### src/design/sgm_pkg.sv
// ============================================================================
// Sobel gradient magnitude package
// Shared widths, command and register codes, payload types and the window
// shift used by the Sobel gradient magnitude block.
// ============================================================================
`default_nettype none

package sgm_pkg;

	// Largest image supported by the line memory and the counters.
	localparam int MAX_WIDTH  = 1024;
	localparam int MAX_HEIGHT = 1024;

	// Field widths.
	localparam int PIX_W     = 8;
	localparam int MAG_W     = 11;
	localparam int CFG_W     = 11;
	localparam int CFG_IDX_W = 2;

	// Derived widths.
	localparam int ADDR_W = $clog2(MAX_WIDTH);
	localparam int CNT_W  = $clog2(MAX_WIDTH + 2);
	localparam int ROW_W  = $clog2(MAX_HEIGHT + 1);
	localparam int FC_W   = $clog2(2 * MAX_WIDTH + 1);
	localparam int GRAD_W = PIX_W + 2;
	localparam int SQ_W   = 2 * GRAD_W;
	localparam int RAD_W  = 2 * MAG_W;
	localparam int REM_W  = MAG_W + 2;
	localparam int STEP_W = $clog2(MAG_W);

	// Register reset values, clamped to the supported range.
	localparam int WIDTH_RESET  = (640 > MAX_WIDTH) ? MAX_WIDTH : 640;
	localparam int HEIGHT_RESET = (480 > MAX_HEIGHT) ? MAX_HEIGHT : 480;

	// Register indexes.
	localparam logic [CFG_IDX_W-1:0] REG_LINE_WIDTH   = 2'd0;
	localparam logic [CFG_IDX_W-1:0] REG_FRAME_HEIGHT = 2'd1;

	// Input commands.
	localparam logic CMD_PIXEL = 1'b0;
	localparam logic CMD_FLUSH = 1'b1;

	typedef logic [PIX_W-1:0] pix_t;

	// Element r*3+c holds row offset r, column offset c.
	typedef logic [8:0][PIX_W-1:0] window_t;

	typedef struct packed {
		logic             cmd;
		logic [PIX_W-1:0] pixel;
	} in_t;

	typedef struct packed {
		logic [MAG_W-1:0] magnitude;
		logic             frame_end;
		logic             run_end;
	} out_t;

	// Status of the magnitude unit toward the sequencer.
	typedef struct packed {
		logic             done;
		logic [MAG_W-1:0] root;
	} mag_stat_t;

	// Shift the window one column to the left and load a new right column.
	function automatic window_t shift_in(window_t w, pix_t top, pix_t mid, pix_t bot);
		window_t r;
		r    = w;
		r[0] = w[1];
		r[1] = w[2];
		r[2] = top;
		r[3] = w[4];
		r[4] = w[5];
		r[5] = mid;
		r[6] = w[7];
		r[7] = w[8];
		r[8] = bot;
		return r;
	endfunction

endpackage

`default_nettype wire

### src/design/sgm_mag.sv
// ============================================================================
// Sobel magnitude unit
// Computes both Sobel gradients of a 3x3 window, squares them and takes the
// floor square root of the sum, one root bit per cycle.
// ============================================================================
`default_nettype none

module sgm_mag
	import sgm_pkg::*;
(
	input  wire logic      clk,
	input  wire logic      arst_n,
	input  wire logic      start,
	input  wire window_t   win,
	output mag_stat_t      stat
);

	typedef enum logic [1:0] {
		M_IDLE,
		M_SQ,
		M_SUM,
		M_ROOT
	} phase_t;

	phase_t              phase_q;
	logic [GRAD_W-1:0]   ax_s1;
	logic [GRAD_W-1:0]   ay_s1;
	logic [SQ_W-1:0]     sqx_s2;
	logic [SQ_W-1:0]     sqy_s2;
	logic [RAD_W-1:0]    rad_q;
	logic [REM_W-1:0]    rem_q;
	logic [MAG_W-1:0]    root_q;
	logic [STEP_W-1:0]   step_q;
	logic                done_q;

	logic [GRAD_W-1:0]   px, nx, py, ny;
	logic signed [GRAD_W:0] gx, gy, ngx, ngy;
	logic [GRAD_W-1:0]   ax, ay;
	logic [REM_W-1:0]    cand, trial, diff;
	logic                ge;

	always_comb begin
		px  = GRAD_W'(win[0]) + GRAD_W'({win[3], 1'b0}) + GRAD_W'(win[6]);
		nx  = GRAD_W'(win[2]) + GRAD_W'({win[5], 1'b0}) + GRAD_W'(win[8]);
		py  = GRAD_W'(win[0]) + GRAD_W'({win[1], 1'b0}) + GRAD_W'(win[2]);
		ny  = GRAD_W'(win[6]) + GRAD_W'({win[7], 1'b0}) + GRAD_W'(win[8]);
		gx  = $signed({1'b0, px}) - $signed({1'b0, nx});
		gy  = $signed({1'b0, py}) - $signed({1'b0, ny});
		ngx = -gx;
		ngy = -gy;
		ax  = gx[GRAD_W] ? ngx[GRAD_W-1:0] : gx[GRAD_W-1:0];
		ay  = gy[GRAD_W] ? ngy[GRAD_W-1:0] : gy[GRAD_W-1:0];

		// Bring down the next two radicand bits and try the next root bit.
		cand  = {rem_q[REM_W-3:0], rad_q[RAD_W-1 -: 2]};
		trial = {root_q, 2'b01};
		ge    = (cand >= trial);
		diff  = cand - trial;
	end

	always_ff @(posedge clk or negedge arst_n) begin
		if (!arst_n) begin
			phase_q <= M_IDLE;
			ax_s1   <= '0;
			ay_s1   <= '0;
			sqx_s2  <= '0;
			sqy_s2  <= '0;
			rad_q   <= '0;
			rem_q   <= '0;
			root_q  <= '0;
			step_q  <= '0;
			done_q  <= 1'b0;
		end else begin
			done_q <= 1'b0;
			case (phase_q)
				M_IDLE: begin
					if (start) begin
						ax_s1   <= ax;
						ay_s1   <= ay;
						phase_q <= M_SQ;
					end
				end
				M_SQ: begin
					sqx_s2  <= SQ_W'(ax_s1) * SQ_W'(ax_s1);
					sqy_s2  <= SQ_W'(ay_s1) * SQ_W'(ay_s1);
					phase_q <= M_SUM;
				end
				M_SUM: begin
					rad_q   <= RAD_W'(sqx_s2) + RAD_W'(sqy_s2);
					rem_q   <= '0;
					root_q  <= '0;
					step_q  <= STEP_W'(MAG_W - 1);
					phase_q <= M_ROOT;
				end
				M_ROOT: begin
					rad_q  <= rad_q << 2;
					rem_q  <= ge ? diff : cand;
					root_q <= {root_q[MAG_W-2:0], ge};
					if (step_q == '0) begin
						done_q  <= 1'b1;
						phase_q <= M_IDLE;
					end else begin
						step_q <= step_q - 1'b1;
					end
				end
				default: begin
					phase_q <= M_IDLE;
				end
			endcase
		end
	end

	assign stat.done = done_q;
	assign stat.root = root_q;

endmodule

`default_nettype wire

### config.mk
export PLATFORM = sky130hd
export DESIGN_NAME = sgm_mag
export DESIGN_NICKNAME = d
export VERILOG_FILES = /design/src/design/sgm_pkg.sv /design/src/design/sgm_mag.sv
export SDC_FILE = /design/constraint.sdc
export NUM_CORES = 1
export LEC_CHECK = 0
export ABC_AREA = 1
export BUFFER_PORTS_ARGS = -buffer_cell sky130_fd_sc_hd__buf_2
export CAP_MARGIN = 10
export CORE_MARGIN = 2
export CORE_UTILIZATION = 40
export CTS_CLUSTER_DIAMETER = 200
export DETAILED_ROUTE_END_ITERATION = 7
export SLEW_MARGIN = 30
export SYNTH_ARGS = -nofsm -noshare
export SYNTH_HDL_FRONTEND = slang
export SYNTH_SLANG_ARGS = --single-unit
### constraint.sdc
create_clock -name clk -period 4.5 [get_ports clk]
set_input_delay 0.225 -clock clk [delete_from_list [all_inputs] [get_ports clk]]
set_output_delay 0.225 -clock clk [all_outputs]
set_load 0.01 [all_outputs]
# After elaboration in Yosys (flattened, before gate mapping)
# Cells that the tools add are included.
# W data, S select, Z words.
[word_totals]
register_bits = 111
latch_bits = 0
mem_bits_rw = 0
mem_bits_ro = 0
input_bits = 75
output_inout_bits = 12
elab_cells = 53
memories = 0
[op_classes]
add_sub_neg = 15
multipliers = 2
div = 0
n_lt_le_gt_ge = 1
n_eq_ne = 6
shift = 0
muxes = 13
bitwise_logic = 0
n_reduce_logical = 6
[ops]
columns = ["operator", "n"]
rows = [
  ["$pmux W11 S2", 2],
  ["$pmux W22 S2", 1],
  ["$add A10 B8 Y10", 4],
  ["$add A8 B9 Y10", 4],
  ["$mul A10 B10 Y20", 2],
  ["$sub A10 B10 Y11", 2],
  ["$add A20 B20 Y21", 1],
  ["$mux W10", 2],
  ["$neg A10 Y10", 2],
  ["$ge A13 B13 Y1", 1],
  ["$mux W11", 1],
  ["$sub A11 B11 Y11", 1],
  ["$pmux W2 S4", 1],
  ["$pmux W4 S2", 1],
  ["$ne A2 B2 Y1 const B", 3],
  ["$reduce_and A2 Y1", 3],
  ["$eq A2 B2 Y1 const B", 2],
  ["$logic_not A4 Y1", 1],
  ["$mux W2", 2],
  ["$mux W4", 1],
  ["$sub A4 B1 Y4 const B", 1],
  ["$eq A2 B1 Y1 const B", 1],
  ["$logic_not A2 Y1", 1],
  ["$mux W1", 2],
  ["$reduce_bool A2 Y1", 1],
]

# Depth between registers and ports, before layout
[logic_depth]
depth_word = 5
ltp_mapped = 22
depth_no_buf = 22

# Worst setup path after synthesis
# OpenSTA, ideal clock, no wires.
[synth_timing]
path_kind = "reg-to-reg"
start = "reg ay_s1[0]"
end = "reg sqy_s2[14]"
setup_ns = 0.118
arrival_time_ns = 4.643
required_ns = 4.382
path_slack_ns = -0.261
stages_incl_launch_ff = 21
n_path_buf = 1
period_less_slack_ns = 4.761
path_cell_list = "dfrtp_1 > clkbuf_1 > nand2_1 > fa_1 > fa_1 > inv_1 > fa_1 > fa_1 > inv_1 > fa_1 > inv_1 > ha_1 > nand2_1 > nand2_1 > a31oi_1 > nand2_1 > nand2_1 > nand2_1 > or2_2 > nand3_1 > nand2_1"
[synth_via]
elab_chain_cells = 1
[synth_lines]
columns = ["item", "line", "rtl"]
rows = [
  ["start: declaration", "sgm_mag.sv:27", "logic [GRAD_W-1:0] ay_s1;"],
  ["start signal: assignment", "sgm_mag.sv:79", "ay_s1 <= ay;"],
  ["$mul A10 B10 Y20", "sgm_mag.sv:85", "sqy_s2 <= SQ_W'(ay_s1) * SQ_W'(ay_s1);"],
  ["end signal: assignment", "sgm_mag.sv:85", ""],
  ["end: declaration", "sgm_mag.sv:29", "logic [SQ_W-1:0] sqy_s2;"],
]
# No other way between the ends.
# A chain may end at the register's enable or synchronous reset.

# Worst setup path after layout
[layout_timing]
start = "reg ay_s1[7]"
end = "reg sqy_s2[14]"
# The elaborated chain is that of the path after synthesis.

==> metrics.cfg <==
[synthesis]
ys_warn_count = 0
netlist.area_leader.share = 0.214
yosys.area.top_type = fa_1
syn_area_um2 = 14600
ys_seq_elements = 109
yosys-top-cells-area = fa_1, dfrtp_1, ha_1
syn_inst = 1925
synth_nets = 2315
yosys.cell_types.count = 46
syn_avg_cell_area_um2 = 7.57
yosysSeqAreaShare = 0.187

[final_layout]
layout_common_cells = nand2_1, inv_1, fa_1
n_antenna_cell = 0
seqCellArea_um2 = 2740
nets = 2470
fin_util = 0.475
fill_cells = 3545
multiInputGateArea_um2 = 10500
area_growth_pct = 16.5
drive_above_1_share = 0.163
final_common_cell = nand2_1

[worst_hold_path]
hold_path_class = input port to flop
holdCritStartpoint = start

[cts]
cts_sinks = 109
cts.path.max_buffers = 2
htreeDepth = 3
cts-root-buf = clkbuf_16
insertion_delay_ns = 0.37
cts-buffers-inserted = 9
clkTransAtPathRegs_ns = 0.08
cts_tree = done

[global_route]
grt_pass1_vias = 12400
grt_max_degree = 72
antenna_found_initial = 0
grt_usage = 0.181
overflow = 0
grt_pass1_wl_um = 57300

[sta]
fmax_mhz = 217
worst_pin_slew_ns = 0.896
report.final.slew_viol_count = 0
maxSlewHeadroom = 0.401
final.min_clock_period_ns = 4.61
rsz0062_at_grt = yes
hold_viol_final = 0
finalSetupViolations = 4
fin_ws_ns = -0.106
finalCritPeriodShare = 1.02
skew_ns = 0.0139

[floorplan]
rows = 69
core_area_um2 = 35700
die_y_um = 195
die_w_um = 195
io_pins = 87
die_area_um2 = 38000
start_util = 0.408

[routing]
via_count = 12300
first_pass_iters = 7
via_per_inst = 4.82
drt_iter0_drc = 554
route.detailed.drc = 1
finalWirelength_um = 34000
wl_per_cell_um = 13.3
drtAntennaViolNets = 0

[critical_path]
cp-end-kind = flop
critPathLaunch = ay_s1[7]
cp.required_ns = 4.76
cp.arrival_ns = 4.87
reg2reg_from = ay_s1[7]
crit_fanout = 5
worst-setup-path-type = flop to flop
crit_path_start_kind = flop

[run_status]
failed_checks = DRC, setup timing
status = complete, but fails checks

[placement]
dp_hpwl_um = 27600
place_congestion = 0.940
portBuffers = 78

[run]
max_cap_viol_count = 0

[through the flow]
stage | worst slack [ns] | std cells | hold slack [ns] | setup TNS (ns) | instance area (µm²)
floorplan | 0.00597 | 1925 | -0.0706 | 0 | 14600
global placement | -0.0559 | 2501 | 0.434 | -0.141 | 16000
detailed placement | -0.132 | 2501 | 0.443 | -0.511 | 16000
CTS | -0.0146 | 2538 | 0.0360 | -0.0146 | 16500
global route | -0.264 | 2546 | 0.313 | -1.87 | 17000
finish | -0.106 | 2546 | 0.265 | -0.261 | 17000
[cell families after synthesis]
logic type                 after synthesis  share of synthesized area
DFF                                    109                      0.187
AOI/OAI and AO/OA                      210                     0.0866
adders and majority gates              315                      0.351
xor gates and xnor gates                47                     0.0283
and+or+nand+nor                        778                      0.224
buffers and inverters                  466                      0.123
[final timing paths]
kind	to	slack, ns	depth (start not counted)
hold reg to reg	sqy_s2[3]	0.48	2
min in group asynchronous	rem_q[8]	0.43	2
setup reg to reg	sqy_s2[14]	-0.11	20
max in group asynchronous	rad_q[0]	3.04	3
hold / removal	phase_q[1]	0.27	5
setup / recovery	sqy_s2[14]	-0.11	20
[cell usage after synthesis, drive strengths merged]
cell and count:
nand2 495, inv 421, ha 159, fa 156, nor2 124, dfrtp 109, nand3 108, o21ai 77
a21oi 63, clkbuf 36, xnor2 29, a22oi 18, nor3 18, xor2 18, nand3b 16, nand4 12
o22ai 11, buf 9, a21o 8, o21bai 8, a31oi 7, o21a 7, a21boi 4, or2 4
a22o 2, a31o 2, o211ai 2, and3 1, o31ai 1
[state kept, by name, summed over array words and instances (netlist names)]
signal and count:
root_q 11, rad_q 22, rem_q 11, sqy_s2 19, step_q 4, done_q 1, phase_q 2, ay_s1 10
sqx_s2 19, ax_s1 10
[critical path, stage by stage, from the launching register on]
cell,delay (ns)
dfrtp_2,0.44
buf_4,0.14
nand2_2,0.07
fa_1,0.44
inv_1,0.09
fa_1,0.45
fa_1,0.52
fa_1,0.53
inv_2,0.04
fa_1,0.54
inv_2,0.05
ha_4,0.27
nand2_2,0.07
nand2_2,0.06
a31oi_1,0.19
nand2_2,0.12
nand2_1,0.09
nand2_1,0.06
or2_4,0.22
nand3_2,0.05
nand2_1,0.05
[what timing repair did]
item                                    CTS  global route
buffers inserted                         21             8
endpoints found under the setup margin   12            23
hold endpoints to repair                  0            70
pin swaps                                13            60
resized for setup                        17           107
hold buffers                              0             1
[per-layer routing]
| metal | up-vias | share of wire | track usage |
|---|---|---|---|
| met1 | 5781 | 0.44 | 0.227 |
| met3 | 45 | 0.026 | 0.0167 |
| li1 | 6248 | - | - |
| met2 | 205 | 0.51 | 0.330 |
| met5 | - | 0 | 0 |
| met4 | 0 | 0.024 | 0.0506 |
[layout make-up]
type / instances / area share
clock inverters: 7 / 0.00435
well taps: 461 / 0.0340
inverters: 421 / 0.0931
clock buffers: 9 / 0.0133
multi-input cells: 1350 / 0.618
flip-flops and latches: 109 / 0.161
repair buffers: 189 / 0.0755
Power is not shown: default switching activity piles up to over one toggle a cycle in this logic, so the estimate is an artifact.
